## src/hdl/vgfp_pkg.sv

```systemverilog
// ----------------------------------------------------------------------------
// vgfp_pkg: shared types and constants for the genotype field parser
// Input and result transfer structs, byte classes, parser phase and the
// characters the parser reacts to.
// ----------------------------------------------------------------------------
package vgfp_pkg;

    typedef struct packed {
        logic [7:0] line_byte;
        logic       line_end;
    } in_item_t;

    typedef struct packed {
        logic [7:0] allele_first;
        logic [7:0] allele_second;
        logic       phased;
        logic       missing;
        logic       no_separator;
        logic       sample_last;
    } out_item_t;

    // One input byte after classification by the front end
    typedef struct packed {
        logic       line_end;
        logic       is_tab;
        logic       is_g;
        logic       is_t;
        logic       is_dot;
        logic       is_bar;
        logic       is_slash;
        logic       is_digit;
        logic [3:0] digit;
    } byte_class_t;

    typedef enum logic {
        PH_SEARCH,
        PH_FIELD
    } phase_t;

    typedef enum logic [1:0] {
        TAG_NONE,
        TAG_G,
        TAG_GT
    } tag_t;

    localparam logic [7:0] CHAR_TAB   = 8'h09;
    localparam logic [7:0] CHAR_G     = 8'h47;
    localparam logic [7:0] CHAR_T     = 8'h54;
    localparam logic [7:0] CHAR_DOT   = 8'h2E;
    localparam logic [7:0] CHAR_BAR   = 8'h7C;
    localparam logic [7:0] CHAR_SLASH = 8'h2F;
    localparam logic [7:0] CHAR_ZERO  = 8'h30;
    localparam logic [7:0] CHAR_NINE  = 8'h39;

    localparam logic [7:0] ALLELE_MISSING = 8'hFF;

endpackage

```

## src/hdl/vgfp_front.sv

```systemverilog
// ----------------------------------------------------------------------------
// vgfp_front: input byte classifier
// Accepts record bytes and pushes their character class into the queue.
// ----------------------------------------------------------------------------
module vgfp_front (
    input  logic                 s_valid,
    output logic                 s_ready,
    input  vgfp_pkg::in_item_t   s_data,
    output logic                 push_valid,
    input  logic                 push_ready,
    output vgfp_pkg::byte_class_t push_data
);

    logic [7:0] b;

    assign b          = s_data.line_byte;
    assign s_ready    = push_ready;
    assign push_valid = s_valid;

    always_comb begin
        push_data          = '0;
        push_data.line_end = s_data.line_end;
        push_data.is_tab   = (b == vgfp_pkg::CHAR_TAB);
        push_data.is_g     = (b == vgfp_pkg::CHAR_G);
        push_data.is_t     = (b == vgfp_pkg::CHAR_T);
        push_data.is_dot   = (b == vgfp_pkg::CHAR_DOT);
        push_data.is_bar   = (b == vgfp_pkg::CHAR_BAR);
        push_data.is_slash = (b == vgfp_pkg::CHAR_SLASH);
        push_data.is_digit = (b >= vgfp_pkg::CHAR_ZERO) && (b <= vgfp_pkg::CHAR_NINE);
        // ASCII digits carry their value in the low nibble
        push_data.digit    = b[3:0];
    end

endmodule

```

## src/hdl/vgfp_queue.sv

```systemverilog
// ----------------------------------------------------------------------------
// vgfp_queue: classified byte queue
// Small register FIFO that decouples the classifier from the parser.
// ----------------------------------------------------------------------------
module vgfp_queue #(
    parameter int DEPTH = 4
) (
    input  logic                  aclk,
    input  logic                  aresetn,
    input  logic                  push_valid,
    output logic                  push_ready,
    input  vgfp_pkg::byte_class_t push_data,
    output logic                  pop_valid,
    input  logic                  pop_ready,
    output vgfp_pkg::byte_class_t pop_data
);

    localparam int IW = (DEPTH > 1) ? $clog2(DEPTH) : 1;
    localparam int CW = $clog2(DEPTH + 1);
    localparam logic [IW-1:0] LAST_IDX = IW'(DEPTH - 1);
    localparam logic [CW-1:0] FULL_CNT = CW'(DEPTH);

    vgfp_pkg::byte_class_t entry_reg [DEPTH];
    logic [IW-1:0] wr_ptr_reg, wr_ptr_next;
    logic [IW-1:0] rd_ptr_reg, rd_ptr_next;
    logic [CW-1:0] count_reg, count_next;
    logic          do_push, do_pop;

    assign push_ready = (count_reg != FULL_CNT);
    assign pop_valid  = (count_reg != '0);
    assign pop_data   = entry_reg[rd_ptr_reg];
    assign do_push    = push_valid && push_ready;
    assign do_pop     = pop_valid && pop_ready;

    always_comb begin
        wr_ptr_next = wr_ptr_reg;
        rd_ptr_next = rd_ptr_reg;
        count_next  = count_reg;
        if (do_push) begin
            wr_ptr_next = (wr_ptr_reg == LAST_IDX) ? '0 : wr_ptr_reg + 1'b1;
        end
        if (do_pop) begin
            rd_ptr_next = (rd_ptr_reg == LAST_IDX) ? '0 : rd_ptr_reg + 1'b1;
        end
        if (do_push && !do_pop) begin
            count_next = count_reg + 1'b1;
        end else if (do_pop && !do_push) begin
            count_next = count_reg - 1'b1;
        end
    end

    always_ff @(posedge aclk) begin
        if (!aresetn) begin
            wr_ptr_reg <= '0;
            rd_ptr_reg <= '0;
            count_reg  <= '0;
        end else begin
            wr_ptr_reg <= wr_ptr_next;
            rd_ptr_reg <= rd_ptr_next;
            count_reg  <= count_next;
        end
    end

    always_ff @(posedge aclk) begin
        if (do_push) begin
            entry_reg[wr_ptr_reg] <= push_data;
        end
    end

endmodule

```

## src/hdl/vgfp_back.sv

```systemverilog
// ----------------------------------------------------------------------------
// vgfp_back: genotype field parser and result register
// Finds the GT tag, splits sample fields at tabs, accumulates both alleles
// and drives one result per closed field.
// ----------------------------------------------------------------------------
module vgfp_back (
    input  logic                  aclk,
    input  logic                  aresetn,
    input  logic                  pop_valid,
    output logic                  pop_ready,
    input  vgfp_pkg::byte_class_t pop_data,
    output logic                  m_valid,
    input  logic                  m_ready,
    output vgfp_pkg::out_item_t   m_data
);

    vgfp_pkg::phase_t    phase_reg, phase_next;
    vgfp_pkg::tag_t      tag_reg, tag_next;
    logic [7:0]          first_reg, first_next;
    logic [7:0]          second_reg, second_next;
    logic                start_reg, start_next;
    logic                miss_reg, miss_next;
    logic                sep_reg, sep_next;
    logic                d1_reg, d1_next;
    logic                d2_reg, d2_next;
    logic                bar_reg, bar_next;
    logic                out_valid_reg, out_valid_next;
    vgfp_pkg::out_item_t out_data_reg, out_data_next;

    // Field state after absorbing the current byte
    logic       a_start, a_miss, a_sep, a_d1, a_d2, a_bar;
    logic [7:0] a_first, a_second;
    logic       pop;

    function automatic logic [7:0] mac10(input logic [7:0] v, input logic [3:0] d);
        mac10 = {v[4:0], 3'b000} + {v[6:0], 1'b0} + {4'b0000, d};
    endfunction

    function automatic vgfp_pkg::out_item_t make_result(
        input logic miss, input logic sep, input logic bar,
        input logic [7:0] first, input logic [7:0] second, input logic last);
        vgfp_pkg::out_item_t r;
        r.sample_last = last;
        if (miss) begin
            r.allele_first  = vgfp_pkg::ALLELE_MISSING;
            r.allele_second = vgfp_pkg::ALLELE_MISSING;
            r.phased        = 1'b0;
            r.missing       = 1'b1;
            r.no_separator  = 1'b0;
        end else if (!sep) begin
            r.allele_first  = first;
            r.allele_second = '0;
            r.phased        = 1'b0;
            r.missing       = 1'b0;
            r.no_separator  = 1'b1;
        end else begin
            r.allele_first  = first;
            r.allele_second = second;
            r.phased        = bar;
            r.missing       = 1'b0;
            r.no_separator  = 1'b0;
        end
        make_result = r;
    endfunction

    assign pop       = pop_valid && (!out_valid_reg || m_ready);
    assign pop_ready = !out_valid_reg || m_ready;
    assign m_valid   = out_valid_reg;
    assign m_data    = out_data_reg;

    always_comb begin
        a_start  = start_reg;
        a_miss   = miss_reg;
        a_sep    = sep_reg;
        a_d1     = d1_reg;
        a_d2     = d2_reg;
        a_bar    = bar_reg;
        a_first  = first_reg;
        a_second = second_reg;
        if (!miss_reg) begin
            if (start_reg) begin
                a_start = 1'b0;
                a_miss  = pop_data.is_dot;
            end
            if (!a_miss) begin
                if (!sep_reg) begin
                    if (pop_data.is_bar || pop_data.is_slash) begin
                        a_d1  = 1'b0;
                        a_sep = 1'b1;
                        a_d2  = 1'b1;
                        a_bar = bar_reg | pop_data.is_bar;
                    end else if (d1_reg) begin
                        if (pop_data.is_digit) begin
                            a_first = mac10(first_reg, pop_data.digit);
                        end else begin
                            a_d1 = 1'b0;
                        end
                    end
                end else if (d2_reg) begin
                    if (pop_data.is_digit) begin
                        a_second = mac10(second_reg, pop_data.digit);
                    end else begin
                        a_d2 = 1'b0;
                    end
                end
            end
        end
    end

    always_comb begin
        phase_next     = phase_reg;
        tag_next       = tag_reg;
        first_next     = first_reg;
        second_next    = second_reg;
        start_next     = start_reg;
        miss_next      = miss_reg;
        sep_next       = sep_reg;
        d1_next        = d1_reg;
        d2_next        = d2_reg;
        bar_next       = bar_reg;
        out_data_next  = out_data_reg;
        out_valid_next = out_valid_reg && !m_ready;

        if (pop) begin
            case (phase_reg)
                vgfp_pkg::PH_SEARCH: begin
                    if (tag_reg == vgfp_pkg::TAG_GT && pop_data.is_tab) begin
                        tag_next = vgfp_pkg::TAG_NONE;
                        if (!pop_data.line_end) begin
                            phase_next  = vgfp_pkg::PH_FIELD;
                            first_next  = '0;
                            second_next = '0;
                            start_next  = 1'b1;
                            miss_next   = 1'b0;
                            sep_next    = 1'b0;
                            d1_next     = 1'b1;
                            d2_next     = 1'b0;
                            bar_next    = 1'b0;
                        end
                    end else if (pop_data.is_g) begin
                        tag_next = vgfp_pkg::TAG_G;
                    end else if (tag_reg == vgfp_pkg::TAG_G && pop_data.is_t) begin
                        tag_next = vgfp_pkg::TAG_GT;
                    end else begin
                        tag_next = vgfp_pkg::TAG_NONE;
                    end
                    if (pop_data.line_end) begin
                        tag_next = vgfp_pkg::TAG_NONE;
                    end
                end
                vgfp_pkg::PH_FIELD: begin
                    if (pop_data.is_tab) begin
                        // Close the field with its state before the tab
                        out_valid_next = 1'b1;
                        out_data_next  = make_result(miss_reg, sep_reg, bar_reg,
                                                     first_reg, second_reg,
                                                     pop_data.line_end);
                        if (pop_data.line_end) begin
                            phase_next = vgfp_pkg::PH_SEARCH;
                            tag_next   = vgfp_pkg::TAG_NONE;
                        end else begin
                            first_next  = '0;
                            second_next = '0;
                            start_next  = 1'b1;
                            miss_next   = 1'b0;
                            sep_next    = 1'b0;
                            d1_next     = 1'b1;
                            d2_next     = 1'b0;
                            bar_next    = 1'b0;
                        end
                    end else begin
                        first_next  = a_first;
                        second_next = a_second;
                        start_next  = a_start;
                        miss_next   = a_miss;
                        sep_next    = a_sep;
                        d1_next     = a_d1;
                        d2_next     = a_d2;
                        bar_next    = a_bar;
                        if (pop_data.line_end) begin
                            out_valid_next = 1'b1;
                            out_data_next  = make_result(a_miss, a_sep, a_bar,
                                                         a_first, a_second, 1'b1);
                            phase_next     = vgfp_pkg::PH_SEARCH;
                            tag_next       = vgfp_pkg::TAG_NONE;
                        end
                    end
                end
                default: begin
                    phase_next = vgfp_pkg::PH_SEARCH;
                end
            endcase
        end
    end

    always_ff @(posedge aclk) begin
        if (!aresetn) begin
            phase_reg     <= vgfp_pkg::PH_SEARCH;
            tag_reg       <= vgfp_pkg::TAG_NONE;
            first_reg     <= '0;
            second_reg    <= '0;
            start_reg     <= 1'b0;
            miss_reg      <= 1'b0;
            sep_reg       <= 1'b0;
            d1_reg        <= 1'b0;
            d2_reg        <= 1'b0;
            bar_reg       <= 1'b0;
            out_valid_reg <= 1'b0;
        end else begin
            phase_reg     <= phase_next;
            tag_reg       <= tag_next;
            first_reg     <= first_next;
            second_reg    <= second_next;
            start_reg     <= start_next;
            miss_reg      <= miss_next;
            sep_reg       <= sep_next;
            d1_reg        <= d1_next;
            d2_reg        <= d2_next;
            bar_reg       <= bar_next;
            out_valid_reg <= out_valid_next;
        end
    end

    always_ff @(posedge aclk) begin
        out_data_reg <= out_data_next;
    end

endmodule

```

## src/hdl/vcf_genotype_field_parser_top.sv

```systemverilog
// ----------------------------------------------------------------------------
// vcf_genotype_field_parser_top: GT column parser for text variant records
// Streams one record byte per transfer and reports one genotype per sample.
// ----------------------------------------------------------------------------
// Usage:
//   s_valid/s_ready/s_data carry one line byte per transfer, with line_end
//   set on the final byte of each record line. Bytes before the first
//   G, T, tab sequence are skipped; after it each tab-separated sample field
//   yields one transfer on m_valid/m_ready/m_data when the field closes.
//   Throughput: one byte per cycle sustained. The classifier takes a byte
//   every cycle while the queue has room; the parser retires one queued
//   byte per cycle while the result register is free or being drained.
//   A byte that closes a field is written into the queue, then the parser
//   steps it into the result register, which drives the result on m_data.
//   When the receiver stalls, the result register holds, the parser stops,
//   and s_ready drops once QUEUE_DEPTH bytes are queued.
//   Reset (aresetn low, synchronous) empties the queue, clears m_valid and
//   returns the parser to the tag search.
// ----------------------------------------------------------------------------
module vcf_genotype_field_parser_top #(
    parameter int QUEUE_DEPTH = 4
) (
    input  logic                aclk,
    input  logic                aresetn,
    input  logic                s_valid,
    output logic                s_ready,
    input  vgfp_pkg::in_item_t  s_data,
    output logic                m_valid,
    input  logic                m_ready,
    output vgfp_pkg::out_item_t m_data
);

    logic                  push_valid, push_ready;
    vgfp_pkg::byte_class_t push_data;
    logic                  pop_valid, pop_ready;
    vgfp_pkg::byte_class_t pop_data;

    vgfp_front u_front (
        .s_valid    (s_valid),
        .s_ready    (s_ready),
        .s_data     (s_data),
        .push_valid (push_valid),
        .push_ready (push_ready),
        .push_data  (push_data)
    );

    vgfp_queue #(
        .DEPTH (QUEUE_DEPTH)
    ) u_queue (
        .aclk       (aclk),
        .aresetn    (aresetn),
        .push_valid (push_valid),
        .push_ready (push_ready),
        .push_data  (push_data),
        .pop_valid  (pop_valid),
        .pop_ready  (pop_ready),
        .pop_data   (pop_data)
    );

    vgfp_back u_back (
        .aclk      (aclk),
        .aresetn   (aresetn),
        .pop_valid (pop_valid),
        .pop_ready (pop_ready),
        .pop_data  (pop_data),
        .m_valid   (m_valid),
        .m_ready   (m_ready),
        .m_data    (m_data)
    );

endmodule

```

## config.mk

```make
export PLATFORM = sky130hd
export DESIGN_NAME = vcf_genotype_field_parser_top
export DESIGN_NICKNAME = d
export VERILOG_FILES = /design/src/hdl/vgfp_pkg.sv /design/src/hdl/vgfp_front.sv /design/src/hdl/vgfp_queue.sv /design/src/hdl/vgfp_back.sv /design/src/hdl/vcf_genotype_field_parser_top.sv
export SDC_FILE = /design/constraint.sdc
export NUM_CORES = 1
export LEC_CHECK = 0
export ABC_AREA = 1
export CAP_MARGIN = 20
export CELL_PAD_IN_SITES_DETAIL_PLACEMENT = 1
export CELL_PAD_IN_SITES_GLOBAL_PLACEMENT = 2
export CORE_MARGIN = 2
export CORE_UTILIZATION = 38
export CTS_BUF_LIST = sky130_fd_sc_hd__clkbuf_4
export DETAILED_ROUTE_END_ITERATION = 7
export DONT_BUFFER_PORTS = 1
export GPL_TIMING_DRIVEN = 0
export PLACE_DENSITY_LB_ADDON = 0.25
export SETUP_SLACK_MARGIN = 0.05
export SYNTH_ARGS = -nofsm -noshare
export SYNTH_HDL_FRONTEND = slang
export SYNTH_SLANG_ARGS = --single-unit
```

## constraint.sdc

```tcl
create_clock -name aclk -period 2.9 [get_ports aclk]
set_input_delay 0.29 -clock aclk [delete_from_list [all_inputs] [get_ports aclk]]
set_output_delay 0.29 -clock aclk [all_outputs]
set_load 0.05 [all_outputs]
```

# Yosys cells after proc, flatten, opt, wreduce, memory -nomap -nowiden
# Memory sizes are Yosys's and may differ from the RTL's. A register that Yosys moved wholly into a read port is not among the register bits.
# Cells that the tools add are included.
[word_totals]
ramBits = 48
input_bits = 13
output_inout_bits = 22
n_memories = 1
wordCells = 166
regBits = 53
[memory_table]
columns = ["memory", "depth", "width", "read_ports", "rd_clocked_by_memory_dff", "write_ports", "line", "rtl"]
rows = [
  ["u_queue.entry_reg", 4, 12, 1, 1, 1, "vgfp_queue.sv:23", "vgfp_pkg::byte_class_t entry_reg [DEPTH];"],
]
[classes]
add_sub_neg = 8
bitwise_logic = 2
n_eq_ne = 17
n_reduce_logical = 23
muxes = 93
magnitude_cmp = 2
[op_table]
columns = ["op", "n"]
rows = [
  ["$mux 8", 17],
  ["$mux 1", 49],
  ["$mux 20", 2],
  ["$mux 19", 2],
  ["$pmux 8 s2", 2],
  ["$eq 8x7->1 const B", 3],
  ["$mux 11", 2],
  ["$mux 2", 9],
  ["$add 8x4->8", 2],
  ["$add 8x8->8", 2],
  ["$eq 8x6->1 const B", 2],
  ["$pmux 1 s2", 7],
  ["$reduce_and 5->1", 2],
  ["$ne 3x2->1 const B", 3],
  ["$eq 8x4->1 const B", 1],
  ["$ge 8x6->1 const B", 1],
  ["$le 8x6->1 const B", 1],
  ["$logic_and 1x1->1", 8],
  ["$eq 2x2->1 const B", 3],
  ["$mux 3", 2],
  ["$reduce_and 3->1", 2],
  ["$add 2x1->2 const B", 2],
  ["$logic_not 1->1", 4],
  ["$ne 2x1->1 const B", 2],
  ["12 further kinds", 15],
]

# Depth between registers and ports, before layout
[depth]
ltp_word = 11
ltp_mapped = 18
ltp_nobuf = 15

# Modules after synthesis
# A second synthesis with hierarchy kept.
[hier_totals]
hier_cells = 636
hier_area_um2 = 5510.3
[by_module_without_submodules]
columns = ["module", "area_per_inst_um2", "seq_area_each_um2", "cells_per_inst", "n_inst"]
rows = [
  ["vgfp_back", 3020.4, 1121.1, 401, 1],
  ["vgfp_queue", 2279.7, 1621.6, 186, 1],
  ["vgfp_front", 210.2, 0.0, 49, 1],
]

# Least setup slack after synthesis
# OpenSTA, ideal clock, no wires.
[synth_path]
path_type = "register to register"
startpoint = "register with a tool-made name"
endpoint = "register u_back.out_data_reg (netlist bit u_back.m_data[18]) (data pin)"
n_path_buf = 3
setup_ns = 0.255
required_time_ns = 2.645
stages_incl_launch_ff = 16
t_arrival_ns = 2.597
path_slack_ns = 0.048
synth_period_minus_slack_ns = 2.852
cell_sequence = "dfxtp_1 -> buf_6 -> buf_8 -> buf_2 -> nand2_1 -> a32o_1 -> fa_1 -> inv_1 -> fa_1 -> nand3_1 -> nand2_1 -> xor2_1 -> nand2_2 -> nand2_1 -> nand2_1 -> nand2_1"
[synth_rtl]
columns = ["item", "line", "rtl"]
rows = [
  ["to (signal assigned)", "vgfp_back.sv:225", "out_data_reg <= out_data_next;"],
  ["to (decl)", "vgfp_back.sv:28", "vgfp_pkg::out_item_t out_data_reg, out_data_next;"],
]

==> flow_summary.yaml <==
logic_synthesis:
  synth_edf_count: 68
  ys_types: 48
  synth_area_leader_cell: "edfxtp_1"
  yosysMostFrequentCell: "nand2_1"
  synth_top_cell_area_share_pct: 37.58
  syn_area_per_cell_um2: 9.273
  synth_top_cells_by_area: "edfxtp_1, dfxtp_1, nand2_1"
  syn_inst: 586
  ys_seq_area_share_pct: 50.47
  synth-seq-cells: 103
  postSynth.asyncResetShare_pct: 0
  synth.top_cells.by_count: "nand2_1, inv_1, edfxtp_1"
  ys.flop_type: "edfxtp_1"
  synthesis.area_mm2: 0.005434
  syn_nets: 630
  ys_warn_count: 0
sta:
  post-route-period-util_pct: 94.58
  slew_headroom_pct: 40.51
  finalSetupViolCount: 0
  rsz0062_at_grt: "true"
  setup_slack_ps: 157.1
  clock.fmax_mhz: 364.6
  finClkSkew_ps: 22.04
  slew_viol_final: 0
  hold_violations: 0
  finalCriticalPeriod_ps: 2743
  tightest_slew_ps: 891.4
clock_tree:
  clock_sinks: 103
  clk_latency_ps: 490
  clk_pin_slew_ps: 170
  clk_path_buf_depth: 2
  cts_tree: "built"
  root_buffer: "clkbuf_4"
  cts_buffers: 9
  htree_num_levels: 3
power:
  vdd_drop_max_mv: 0.3862
  p_per_area_mw_per_mm2: 716.8
  p_leak_nw: 2.497
placement:
  place_congestion: 0.8073
  dp_hpwl_um: 10330
  place_ws_ps: -400.9
  place.port_buffers: 0
global_route:
  grtUsageTotal_pct: 19.88
  antenna_found_initial: 0
  grt_max_degree: 22
  grt_pass1_vias: 4345
  grt_pass1_wl_um: 22690
  grt_overflow_total: 0
die:
  ioPinCount: 35
  initial_core_util_pct: 39.00
  core_mm2: 0.01393
  die_y_um: 123.6
  dieArea_mm2: 0.01527
  fp.dieW_um: 123.6
  row_count: 43
layout:
  fin_nets: 665
  layout-drive-gt1-share_pct: 17.09
  largest_reg_flops: 48
  final_util_pct: 44.49
  area_growth_pct: 14.09
  n_fill_cell: 1589
  antenna_cells: 0
routing:
  drt-vias-per-instance: 5.081
  drtIter0Drc: 216
  antenna_left: 0
  drt_wl_total_um: 14110
  routedWlPerCell_um: 17.50
  drt_first_pass_iters: 4
  via_count: 4095
  drc: 0
worst_hold_path:
  hold_path_class: "input pin to flop"
critical_path:
  cp_max_fo: 7
  critPathArrivalTime_ps: 2990
  critPathLaunchType: "flop"
  crit_required_ps: 3150
  critPathKind: "flop to flop"
  r2r_slack_ps: 160
  end_kind: "flop"
outcome:
  outcome: "finished clean"
run:
  cap_violations: 0
worst max-delay path, cell delays in order (launching register included):
cell and delay [ps]:
dfxtp_2 380, buf_12 130, buf_12 120, nand2_1 50, a32o_2 300, fa_1 410
inv_1 110, ha_4 230, a21o_1 220, a21boi_2 160, nand3_1 90, nand2_2 90
nand2_2 60, nand3_2 80, o211ai_1 90
cell families after synthesis:
| family | Yosys count | share of synthesized area (%) |
|---|---|---|
| flops | 103 | 50.47 |
| fa+ha+maj | 31 | 7.829 |
| simple gates | 256 | 22.20 |
| xor+xnor | 8 | 1.289 |
| buf+inv | 95 | 8.105 |
| compound gates | 93 | 10.11 |
metal layers:
| metal | track usage, % | part of all wire (%) | up-vias |
|---|---|---|---|
| met1 | 22.84 | 42 | 2008 |
| met2 | 37.74 | 55 | 36 |
| met5 | 0 | 0 | - |
| met4 | 4.261 | 0.96 | 0 |
| li1 | - | - | 2042 |
| met3 | 4.075 | 1.8 | 9 |
path summary, 6_finish.rpt:
check | start | to | cells after the start
min | s_data[7] | u_queue.entry_reg[0][10]$_DFFE_PP_ | 1
max | flop | u_back.m_data[19]$_DFFE_PP_ | 14
max reg2reg | flop | u_back.m_data[19]$_DFFE_PP_ | 14
min reg2reg | u_back.d1_reg$_SDFFE_PN0P_ | u_back.d1_reg$_SDFFE_PN0P_ | 2
placed cells by master, fill, tap and decap left out, types with 3 or more instances in the layout:
cell type | Yosys | layout
a21oi_1 | 44 | 41
a21oi_2 | 1 | 4
buf_4 | 1 | 13
buf_6 | 5 | 7
clkbuf_1 | 3 | 3
clkbuf_4 | 0 | 10
dfxtp_1 | 35 | 33
dlygate4sd3_1 | 0 | 9
edfxtp_1 | 68 | 68
fa_2 | 0 | 3
ha_1 | 26 | 21
ha_4 | 0 | 4
inv_1 | 72 | 70
inv_2 | 4 | 5
inv_6 | 0 | 6
nand2_1 | 136 | 132
nand2_2 | 5 | 9
nand2_4 | 5 | 5
nand3_1 | 57 | 51
nand3_2 | 3 | 9
nand4_1 | 3 | 3
nor2_1 | 31 | 30
nor4_1 | 5 | 5
o211ai_1 | 8 | 8
o21ai_0 | 21 | 18
o21ai_1 | 2 | 3
o21ai_2 | 1 | 3
xnor2_1 | 5 | 4
metrics by stage:
step / total power [mW] / TNS [ps] / hold slack [ps] / instances / area (um2)
floorplan: 3.019 / 0 / 388.9 / 586 / 5436
global placement: 3.415 / -2354 / 389.0 / 766 / 5662
detailed placement: 3.492 / -3538 / 389.0 / 771 / 5710
CTS: 4.385 / 0 / 35.43 / 799 / 6012
global route: 4.759 / 0 / 31.44 / 806 / 6200
finish: 4.444 / 0 / 50.19 / 806 / 6200
power by group:
group          leakage (nW)  switching (mW)  internal, mW
Combinational          1.57            1.16         0.593
Sequential            0.849           0.130          1.75
Clock                0.0824           0.523         0.287
cell type report:
cell class | count | area, um2 | area share [%]
Tap cell | 180 | 225.2 | 3.633
Timing Repair Buffer | 26 | 229.0 | 3.693
Multi-Input combinational cell | 388 | 2405 | 38.79
Sequential cell | 103 | 2745 | 44.28
Clock inverter | 6 | 73.82 | 1.191
Buffer | 13 | 121.4 | 1.958
Clock buffer | 10 | 75.07 | 1.211
Inverter | 79 | 316.6 | 5.106
Timing Repair inverter | 1 | 8.758 | 0.1413
what timing repair did:
action	in CTS	in global routing
endpoints found under the setup margin	19	11
buffers inserted	5	7
endpoints found under the hold margin	34	0
gates cloned	1	0
gates resized for setup	15	32
pin swaps	3	22
hold buffers	9	0
Note: power is estimated with default switching activity, not from simulation.
